`src/rtl/core/geo_prb_pkg.sv`:
```
// Shared types and constants of the geo point radius box filter.
package geo_prb_pkg;

	localparam int CFG_IDX_W  = 8;
	localparam int CFG_DATA_W = 32;
	localparam int CFG_REGS   = 8;

	localparam logic [CFG_IDX_W-1:0] REG_CENTER_X    = 8'd0;
	localparam logic [CFG_IDX_W-1:0] REG_CENTER_Y    = 8'd1;
	localparam logic [CFG_IDX_W-1:0] REG_RADIUS      = 8'd2;
	localparam logic [CFG_IDX_W-1:0] REG_ASPECT_MULT = 8'd3;
	localparam logic [CFG_IDX_W-1:0] REG_BOX_X_LOW   = 8'd4;
	localparam logic [CFG_IDX_W-1:0] REG_BOX_X_HIGH  = 8'd5;
	localparam logic [CFG_IDX_W-1:0] REG_BOX_Y_LOW   = 8'd6;
	localparam logic [CFG_IDX_W-1:0] REG_BOX_Y_HIGH  = 8'd7;

	localparam logic [31:0] ALL_ONES_32  = 32'hFFFF_FFFF;
	localparam logic [63:0] ALL_ONES_64  = 64'hFFFF_FFFF_FFFF_FFFF;
	localparam logic [31:0] S32_MIN      = 32'h8000_0000;
	localparam logic [31:0] S32_MAX      = 32'h7FFF_FFFF;

	typedef struct packed {
		logic signed [31:0] point_x;
		logic signed [31:0] point_y;
	} point_t;

	typedef struct packed {
		logic        inside_res;
		logic [63:0] sq_distance;
	} result_t;

	// Query values seen by the point datapath.
	typedef struct packed {
		logic               busy;
		logic signed [31:0] center_x;
		logic signed [31:0] center_y;
		logic        [31:0] aspect_mult;
		logic signed [31:0] eff_x_low;
		logic signed [31:0] eff_x_high;
		logic signed [31:0] eff_y_low;
		logic signed [31:0] eff_y_high;
		logic        [63:0] sq_radius_limit;
	} query_t;

	typedef enum logic [1:0] {
		DRV_IDLE,
		DRV_START,
		DRV_DIV,
		DRV_CLIP
	} derive_state_t;

endpackage

```
`src/rtl/core/geo_prb_div.sv`:
```
// Radix-2 restoring divider: floor(({num_hi, all ones}) / den) for num_hi < den.
module geo_prb_div (
	input  logic        clk,
	input  logic        arst_n,
	input  logic        start,
	input  logic [31:0] num_hi,
	input  logic [31:0] den,
	output logic        done,
	output logic [31:0] quot
);

	logic        busy_q;
	logic [4:0]  cnt_q;
	logic [31:0] rem_q;
	logic [31:0] quot_q;
	logic [33:0] trial;
	logic        ge;
	logic [31:0] rem_next;

	// Shift in a one from the low dividend word each step.
	always_comb begin
		trial    = {1'b0, rem_q, 1'b1} - {2'b00, den};
		ge       = ~trial[33];
		rem_next = ge ? trial[31:0] : {rem_q[30:0], 1'b1};
	end

	always_ff @(posedge clk or negedge arst_n) begin
		if (!arst_n) begin
			busy_q <= 1'b0;
			cnt_q  <= '0;
		end else if (start) begin
			busy_q <= 1'b1;
			cnt_q  <= 5'd31;
		end else if (busy_q) begin
			cnt_q <= cnt_q - 5'd1;
			if (cnt_q == 5'd0) begin
				busy_q <= 1'b0;
			end
		end
	end

	always_ff @(posedge clk) begin
		if (start) begin
			rem_q  <= num_hi;
			quot_q <= '0;
		end else if (busy_q) begin
			rem_q  <= rem_next;
			quot_q <= {quot_q[30:0], ge};
		end
	end

	assign done = busy_q && (cnt_q == 5'd0);
	assign quot = quot_q;

endmodule

```
`src/rtl/core/geo_prb_cfg.sv`:
```
// Query registers and the sequencer that derives the effective box and radius limit.
module geo_prb_cfg (
	input  logic                                clk,
	input  logic                                arst_n,
	input  logic                                cfg_we,
	input  logic [geo_prb_pkg::CFG_IDX_W-1:0]   cfg_index,
	input  logic [geo_prb_pkg::CFG_DATA_W-1:0]  cfg_wdata,
	output geo_prb_pkg::query_t                 query
);

	logic [31:0] center_x_q, center_y_q, radius_q, aspect_q;
	logic [31:0] box_xl_q, box_xh_q, box_yl_q, box_yh_q;
	logic [31:0] eff_xl_q, eff_xh_q, eff_yl_q, eff_yh_q;
	logic [63:0] sq_lim_q;
	logic [31:0] maxdx_q;
	logic        use_quot_q;

	geo_prb_pkg::derive_state_t state_q, state_nxt;

	logic        wr_hit;
	logic        radius_all;
	logic        need_div;
	logic        div_start;
	logic        div_done;
	logic [31:0] div_quot;
	logic [31:0] maxdx;
	logic signed [33:0] hx, lx, hy, ly;
	logic signed [33:0] bxl, bxh, byl, byh;

	assign wr_hit     = cfg_we && (cfg_index < geo_prb_pkg::CFG_IDX_W'(geo_prb_pkg::CFG_REGS));
	assign radius_all = (radius_q == geo_prb_pkg::ALL_ONES_32);
	assign need_div   = !radius_all && (aspect_q != 32'd0) && (radius_q < aspect_q);

	always_ff @(posedge clk or negedge arst_n) begin
		if (!arst_n) begin
			center_x_q <= '0;
			center_y_q <= '0;
			radius_q   <= geo_prb_pkg::ALL_ONES_32;
			aspect_q   <= '0;
			box_xl_q   <= geo_prb_pkg::S32_MIN;
			box_xh_q   <= geo_prb_pkg::S32_MAX;
			box_yl_q   <= geo_prb_pkg::S32_MIN;
			box_yh_q   <= geo_prb_pkg::S32_MAX;
		end else if (cfg_we) begin
			case (cfg_index)
				geo_prb_pkg::REG_CENTER_X:    center_x_q <= cfg_wdata;
				geo_prb_pkg::REG_CENTER_Y:    center_y_q <= cfg_wdata;
				geo_prb_pkg::REG_RADIUS:      radius_q   <= cfg_wdata;
				geo_prb_pkg::REG_ASPECT_MULT: aspect_q   <= cfg_wdata;
				geo_prb_pkg::REG_BOX_X_LOW:   box_xl_q   <= cfg_wdata;
				geo_prb_pkg::REG_BOX_X_HIGH:  box_xh_q   <= cfg_wdata;
				geo_prb_pkg::REG_BOX_Y_LOW:   box_yl_q   <= cfg_wdata;
				geo_prb_pkg::REG_BOX_Y_HIGH:  box_yh_q   <= cfg_wdata;
				default: ;
			endcase
		end
	end

	// Next state: a write to a query register index restarts the derivation from any state.
	always_comb begin
		state_nxt = state_q;
		if (wr_hit) begin
			state_nxt = geo_prb_pkg::DRV_START;
		end else begin
			case (state_q)
				geo_prb_pkg::DRV_IDLE:  state_nxt = geo_prb_pkg::DRV_IDLE;
				geo_prb_pkg::DRV_START: state_nxt = need_div ? geo_prb_pkg::DRV_DIV
				                                              : geo_prb_pkg::DRV_CLIP;
				geo_prb_pkg::DRV_DIV:   state_nxt = div_done ? geo_prb_pkg::DRV_CLIP
				                                              : geo_prb_pkg::DRV_DIV;
				geo_prb_pkg::DRV_CLIP:  state_nxt = geo_prb_pkg::DRV_IDLE;
				default:                state_nxt = geo_prb_pkg::DRV_IDLE;
			endcase
		end
	end

	always_comb begin
		div_start = (state_q == geo_prb_pkg::DRV_START) && need_div;
	end

	always_ff @(posedge clk or negedge arst_n) begin
		if (!arst_n) begin
			state_q <= geo_prb_pkg::DRV_IDLE;
		end else begin
			state_q <= state_nxt;
		end
	end

	geo_prb_div u_div (
		.clk    (clk),
		.arst_n (arst_n),
		.start  (div_start),
		.num_hi (radius_q),
		.den    (aspect_q),
		.done   (div_done),
		.quot   (div_quot)
	);

	// Half-width in x when no divide is needed: radius, or saturated when r >= aspect.
	always_ff @(posedge clk) begin
		if (state_q == geo_prb_pkg::DRV_START) begin
			maxdx_q    <= (aspect_q == 32'd0) ? radius_q : geo_prb_pkg::ALL_ONES_32;
			use_quot_q <= need_div;
		end
	end

	always_comb begin
		maxdx = use_quot_q ? div_quot : maxdx_q;
		hx  = {{2{center_x_q[31]}}, center_x_q} + {2'b00, maxdx};
		lx  = {{2{center_x_q[31]}}, center_x_q} - {2'b00, maxdx};
		hy  = {{2{center_y_q[31]}}, center_y_q} + {2'b00, radius_q};
		ly  = {{2{center_y_q[31]}}, center_y_q} - {2'b00, radius_q};
		bxl = {{2{box_xl_q[31]}}, box_xl_q};
		bxh = {{2{box_xh_q[31]}}, box_xh_q};
		byl = {{2{box_yl_q[31]}}, box_yl_q};
		byh = {{2{box_yh_q[31]}}, box_yh_q};
	end

	always_ff @(posedge clk or negedge arst_n) begin
		if (!arst_n) begin
			eff_xl_q <= geo_prb_pkg::S32_MIN;
			eff_xh_q <= geo_prb_pkg::S32_MAX;
			eff_yl_q <= geo_prb_pkg::S32_MIN;
			eff_yh_q <= geo_prb_pkg::S32_MAX;
			sq_lim_q <= geo_prb_pkg::ALL_ONES_64;
		end else if (state_q == geo_prb_pkg::DRV_CLIP) begin
			if (radius_all) begin
				eff_xl_q <= box_xl_q;
				eff_xh_q <= box_xh_q;
				eff_yl_q <= box_yl_q;
				eff_yh_q <= box_yh_q;
				sq_lim_q <= geo_prb_pkg::ALL_ONES_64;
			end else begin
				// Clipped bounds always land inside the signed 32-bit range.
				eff_xl_q <= (lx > bxl) ? lx[31:0] : box_xl_q;
				eff_xh_q <= (hx < bxh) ? hx[31:0] : box_xh_q;
				eff_yl_q <= (ly > byl) ? ly[31:0] : box_yl_q;
				eff_yh_q <= (hy < byh) ? hy[31:0] : box_yh_q;
				sq_lim_q <= 64'(radius_q) * 64'(radius_q);
			end
		end
	end

	always_comb begin
		query.busy            = (state_q != geo_prb_pkg::DRV_IDLE);
		query.center_x        = center_x_q;
		query.center_y        = center_y_q;
		query.aspect_mult     = aspect_q;
		query.eff_x_low       = eff_xl_q;
		query.eff_x_high      = eff_xh_q;
		query.eff_y_low       = eff_yl_q;
		query.eff_y_high      = eff_yh_q;
		query.sq_radius_limit = sq_lim_q;
	end

endmodule

```
`config.mk`:
```
export PLATFORM = sky130hd
export DESIGN_NAME = geo_prb_cfg
export DESIGN_NICKNAME = d
export VERILOG_FILES = /design/src/rtl/core/geo_prb_pkg.sv /design/src/rtl/core/geo_prb_div.sv /design/src/rtl/core/geo_prb_cfg.sv
export SDC_FILE = /design/constraint.sdc
export NUM_CORES = 2
export LEC_CHECK = 0
export BUFFER_PORTS_ARGS = -buffer_cell sky130_fd_sc_hd__buf_4
export CAP_MARGIN = 15
export CORE_UTILIZATION = 50
export DETAILED_ROUTE_END_ITERATION = 10
export GPL_ROUTABILITY_DRIVEN = 1
export HOLD_SLACK_MARGIN = 0.1
export PLACE_DENSITY = 0.79
export SLEW_MARGIN = 30
export SYNTH_ARGS = -nofsm -noshare
export SYNTH_HDL_FRONTEND = slang
export SYNTH_SLANG_ARGS = --single-unit
```
`constraint.sdc`:
```
create_clock -name clk -period 10.56 [get_ports clk]
set_input_delay 1.056 -clock clk [delete_from_list [all_inputs] [get_ports clk]]
set_output_delay 1.056 -clock clk [all_outputs]
set_load 0.005 [all_outputs]
```
Word level (Yosys, flattened, before mapping)
Index checks and enable logic that the tools add are counted.
Widths: inputs -> output; s select.
{ "word_totals": {"elab_cells": 89, "out_inout_bits": 289, "input_bits": 43, "ff_bits": 553} }
{ "op_classes": {"mul": 1, "bitwise_logic": 1, "n_addsub": 6, "eq_ne": 11, "reduce_logical": 22, "n_mux": 22, "n_lt_le_gt_ge": 6} }
{ "ops": {"columns": ["operator", "n"], "rows": [
  ["$mux 32", 12],
  ["$add 32x33->34", 2],
  ["$gt 34x32->1", 2],
  ["$lt 34x32->1", 2],
  ["$sub 32x33->34", 2],
  ["$mul 32x32->64", 1],
  ["$mux 64", 1],
  ["$sub 33x32->34", 1],
  ["$eq 32x32->1 const B", 1],
  ["$eq 8x3->1 const B", 4],
  ["$logic_not 32->1", 1],
  ["$lt 32x32->1", 1],
  ["$reduce_bool 32->1", 1],
  ["$eq 8x2->1 const B", 2],
  ["$reduce_and 2->1", 8],
  ["$mux 5", 2],
  ["$eq 8x1->1 const B", 1],
  ["$logic_not 8->1", 1],
  ["$lt 8x4->1 const B", 1],
  ["$pmux 2 s3", 1],
  ["$logic_and 1x1->1", 5],
  ["$logic_not 5->1", 1],
  ["$mux 1", 5],
  ["$sub 5x1->5 const B", 1],
  ["other kinds (8)", 10]
]} }

Logic depth before layout (Yosys ltp)
{ "depth": {"depth_word": 7, "ltp_mapped": 31, "ltp_nobuf": 28} }

Cells and area by module
From an unflattened synthesis, not the netlist that was laid out.
{ "hier_totals": {"hier_cells": 6882, "hier_area_um2": 64614.5} }
{ "modules_own_cells": {"columns": ["module", "instances", "seq_area_each_um2", "cells_per_inst", "area_each_um2"], "rows": [
  ["geo_prb_cfg", 1, 12532.0, 6332, 59443.3],
  ["geo_prb_div", 1, 1751.7, 550, 5171.2]
]} }

Worst setup path before layout
OpenSTA, ideal clock, no wires.
{ "synth_timing": {"path_kind": "register to register", "from": "register radius_q[6]", "to": "register sq_lim_q[57]", "path_buffers": 2, "setup_ns": 0.082, "arrival_ns": 7.700, "t_required_ns": 10.478, "synth_period_minus_slack_ns": 7.782, "slack_ns": 2.778, "path_stages_with_launch": 25, "cell_sequence": "dfstp_2 -> clkbuf_1 -> clkinv_1 -> clkbuf_1 -> nor2_1 -> fa_1 -> fa_1 -> fa_1 -> inv_1 -> fa_1 -> inv_1 -> fa_1 -> fa_1 -> fa_1 -> fa_1 -> ha_1 -> a21oi_1 -> o21ai_0 -> or4_1 -> o22ai_2 -> o31ai_4 -> a211oi_2 -> o41ai_2 -> and4_1 -> nor3_1"} }
{ "synth_via": {"elab_chain_cells": 2, "word_cells_on_any_way": 3, "classes_between": "mul (1); eq/ne (1); mux (1)"} }
{ "synth_lines": {"columns": ["item", "line", "text"], "rows": [
  ["from (decl)", "geo_prb_cfg.sv:11", "logic [31:0] center_x_q, center_y_q, radius_q, aspect_q;"],
  ["from (signal assigned)", "geo_prb_cfg.sv:38", "radius_q <= geo_prb_pkg::ALL_ONES_32;"],
  ["from (signal assigned)", "geo_prb_cfg.sv:48", "geo_prb_pkg::REG_RADIUS: radius_q <= cfg_wdata;"],
  ["$mul 32x32->64 / $eq 32x32->1 (equally long branches)", "geo_prb_cfg.sv:139, geo_prb_cfg.sv:31", null],
  ["$mux 64 *", "geo_prb_cfg.sv:127", "if (radius_all) begin"],
  ["to (signal assigned)", "geo_prb_cfg.sv:125", "sq_lim_q <= geo_prb_pkg::ALL_ONES_64;"],
  ["to (signal assigned)", "geo_prb_cfg.sv:132", "sq_lim_q <= geo_prb_pkg::ALL_ONES_64;"],
  ["to (signal assigned)", "geo_prb_cfg.sv:139", "sq_lim_q <= 64'(radius_q) * 64'(radius_q);"],
  ["to (decl)", "geo_prb_cfg.sv:14", "logic [63:0] sq_lim_q;"]
]} }
Mark *: on every way between the ends. The rest lies on a longest branch, timed or not.
A chain may end at the register's enable or synchronous reset.

Worst setup path in the final report
{ "layout_timing": {"from": "register radius_q[3]", "to": "register sq_lim_q[62]"} }
Same word-level chain as after synthesis.

==> flow_summary.yaml <==
status:
  outcome: "completed"
worst_hold_path:
  hp-class: "in2async"
final_layout:
  syn_to_final_growth_pct: 9.75
  multiInputGateArea_sq_um: 43800
  num-fill-cells: 11200
  layout.nets: 8507
  post-route-util_pct: 55.3
  final_cell_mix: "inv_1, fa_1, ha_1"
  drive_gt1_share_pct: 15.0
  final_common_cell: "inv_1"
  seq_area_sq_um: 14300
cts:
  cts_root_buf: "clkbuf_16"
  cts_tree: "yes"
  cts_buffers: 67
  clock_latency_ns: 0.70
  ctsResizeCount: 0
  clk_pin_slew_ns: 0.06
  post_cts_buffers: 0
  cts.sinks: 553
  cts_hold_buf: 0
  h-tree-depth: 3
  cts_buffer_depth: 3
setup_path:
  critPathBufInv: 5
  crit_path_end_kind: "register"
  cp.required_ns: 11.16
  path_class: "reg2reg"
  cp_common_cell: "fa_1"
  cp_top_family: "adder cells"
  crit_slowest_cell: "a2111oi_0"
  max_stage_delay_ns: 0.75
  worstSetupStartpointType: "register"
  worstPathArrival_ns: 9.80
  cp_max_fo: 19
synth:
  ys_top_cells_by_area: "fa_1, ha_1, dfstp_2"
  synth_top_area_cell: "fa_1"
  synth-seq-area-share_pct: 22.2
  synth_cells: 6854
  avgSynthCellArea_sq_um: 9.37
  synth_cell_types: 112
  yosys_most_used_dff: "dfrtp_1"
  netlist.area_leader.share_pct: 24.9
  ys_ff_latch: 553
  synth_nets: 8325
  synth_edf_count: 65
  ys_warn_count: 0
  syn_area_sq_um: 64200
  async_reset_ff_share_pct: 82.5
sta:
  skew_ns: 0.0393
  max_slew_margin_pct: 26.4
  hold_viol: 0
  fmaxAchievable_ghz: 0.109
  tightest_slew_ns: 1.10
  final_max_slew_viol_count: 0
  setup_viol: 0
  fin_setup_tns_ns: 0
  rsz0062_at_grt: "no"
  fin_crit_ns: 9.20
  period_share_pct: 87.1
floorplanning:
  die_h_um: 360
  die_w_um: 360
  die_area_sq_um: 130000
  initial_core_util_pct: 50.4
  std_cell_rows: 131
  ios: 332
  core_sq_um: 128000
drt:
  drtIter0Drc: 5417
  post_drt_wl_per_cell_um: 25.1
  drc_errors: 0
  vias: 51800
  vias_per_cell: 5.91
  firstDrtPassIters: 8
  ant_nets: 0
  wl_um: 220000
placement:
  io_buffers: 331
  hpwl_um: 167000
  gp_congestion: 1.02
global_route:
  grt-ovfl-total: 0
  grt_usage_pct: 34.0
  grt_start_max_net_pins: 168
  grt_pass1_wl_um: 331000
  antenna_found_initial: 4
  grt_pass1_vias: 53300
job:
  maxCapViolations: 0
## state kept, by name, indices dropped and copies added, names as in the netlist, 2 cells and up
signal / flops
eff_xl_q: 32
box_yl_q: 32
eff_xh_q: 32
sq_lim_q: 64
aspect_q: 32
center_x_q: 32
eff_yh_q: 32
box_yh_q: 32
u_div.cnt_q: 5
eff_yl_q: 32
radius_q: 32
u_div.rem_q: 32
box_xl_q: 32
center_y_q: 32
box_xh_q: 32
maxdx_q: 32
state_q: 2
u_div.quot: 32
## area by class of cell
type                    count  area share [%]
inverters                1314            7.00
well taps                1662            2.95
clock buffers              95            2.74
flip-flops and latches    553            20.3
multi-input cells        4684            62.1
diodes                      4          0.0142
repair buffers            416            4.49
clock inverters            27           0.472
## through the flow
step / instance area [sq um] / hold WS [ns] / worst slack [ns] / std cells
floorplan: 64200 / 0.458 / 2.78 / 6854
global placement: 68200 / 0.464 / 1.58 / 8627
detailed placement: 68200 / 0.463 / 1.62 / 8627
CTS: 70500 / 0.409 / 1.54 / 8749
global route: 70500 / 0.439 / 1.07 / 8751
finish: 70500 / 0.381 / 1.36 / 8755
## logic make-up after synthesis
group | share of synthesized area, %
buffers and inverters | 9.77
AND/OR/NAND/NOR | 10.4
adder cells (fa/ha/maj) | 37.1
AO/OA/AOI/OAI | 11.9
flip-flops | 22.2
multiplexers | 5.38
XOR/XNOR | 3.20
## synthesized netlist by cell type, types with 41 or more instances
library cell / instances
a21o_1: 128
a21oi_1: 388
buf_1: 47
buf_2: 41
clkbuf_1: 194
dfrtp_1: 232
dfstp_2: 224
edfxtp_1: 65
fa_1: 798
ha_1: 630
inv_1: 1298
mux2_2: 203
mux2i_1: 117
nand2_1: 573
nand3_1: 63
nand4_1: 53
nor2_1: 583
nor3_1: 53
o21ai_0: 221
o21bai_1: 66
xnor2_1: 161
xor2_1: 74
## metal layers
layer  share of wire, %  global-route usage, %  vias up
li1                   -                      -    22500
met1                 38                   43.4    25700
met2                 43                   51.3     2923
met3                 12                   11.1      635
met4                6.1                   17.9        4
met5              0.014                      0        -
## worst paths after layout
| path | slack (ns) | startpoint | to | depth (start not counted) |
|---|---|---|---|---|
| setup / recovery | 1.36 | radius_q[3] | sq_lim_q[62] | 27 |
| min in group clk | 0.47 | eff_xh_q[9] | eff_xh_q[9] | 2 |
| hold reg to reg | 0.47 | eff_xh_q[9] | eff_xh_q[9] | 2 |
| max in group asynchronous | 7.95 | arst_n | u_div.busy_q | 3 |
| setup reg to reg | 1.36 | radius_q[3] | sq_lim_q[62] | 27 |
| hold / removal | 0.38 | arst_n | box_yl_q[10] | 1 |
Power is left out: the tool's default activity adds up to more than one toggle a clock period on the data nets, which glitch-free logic cannot reach.
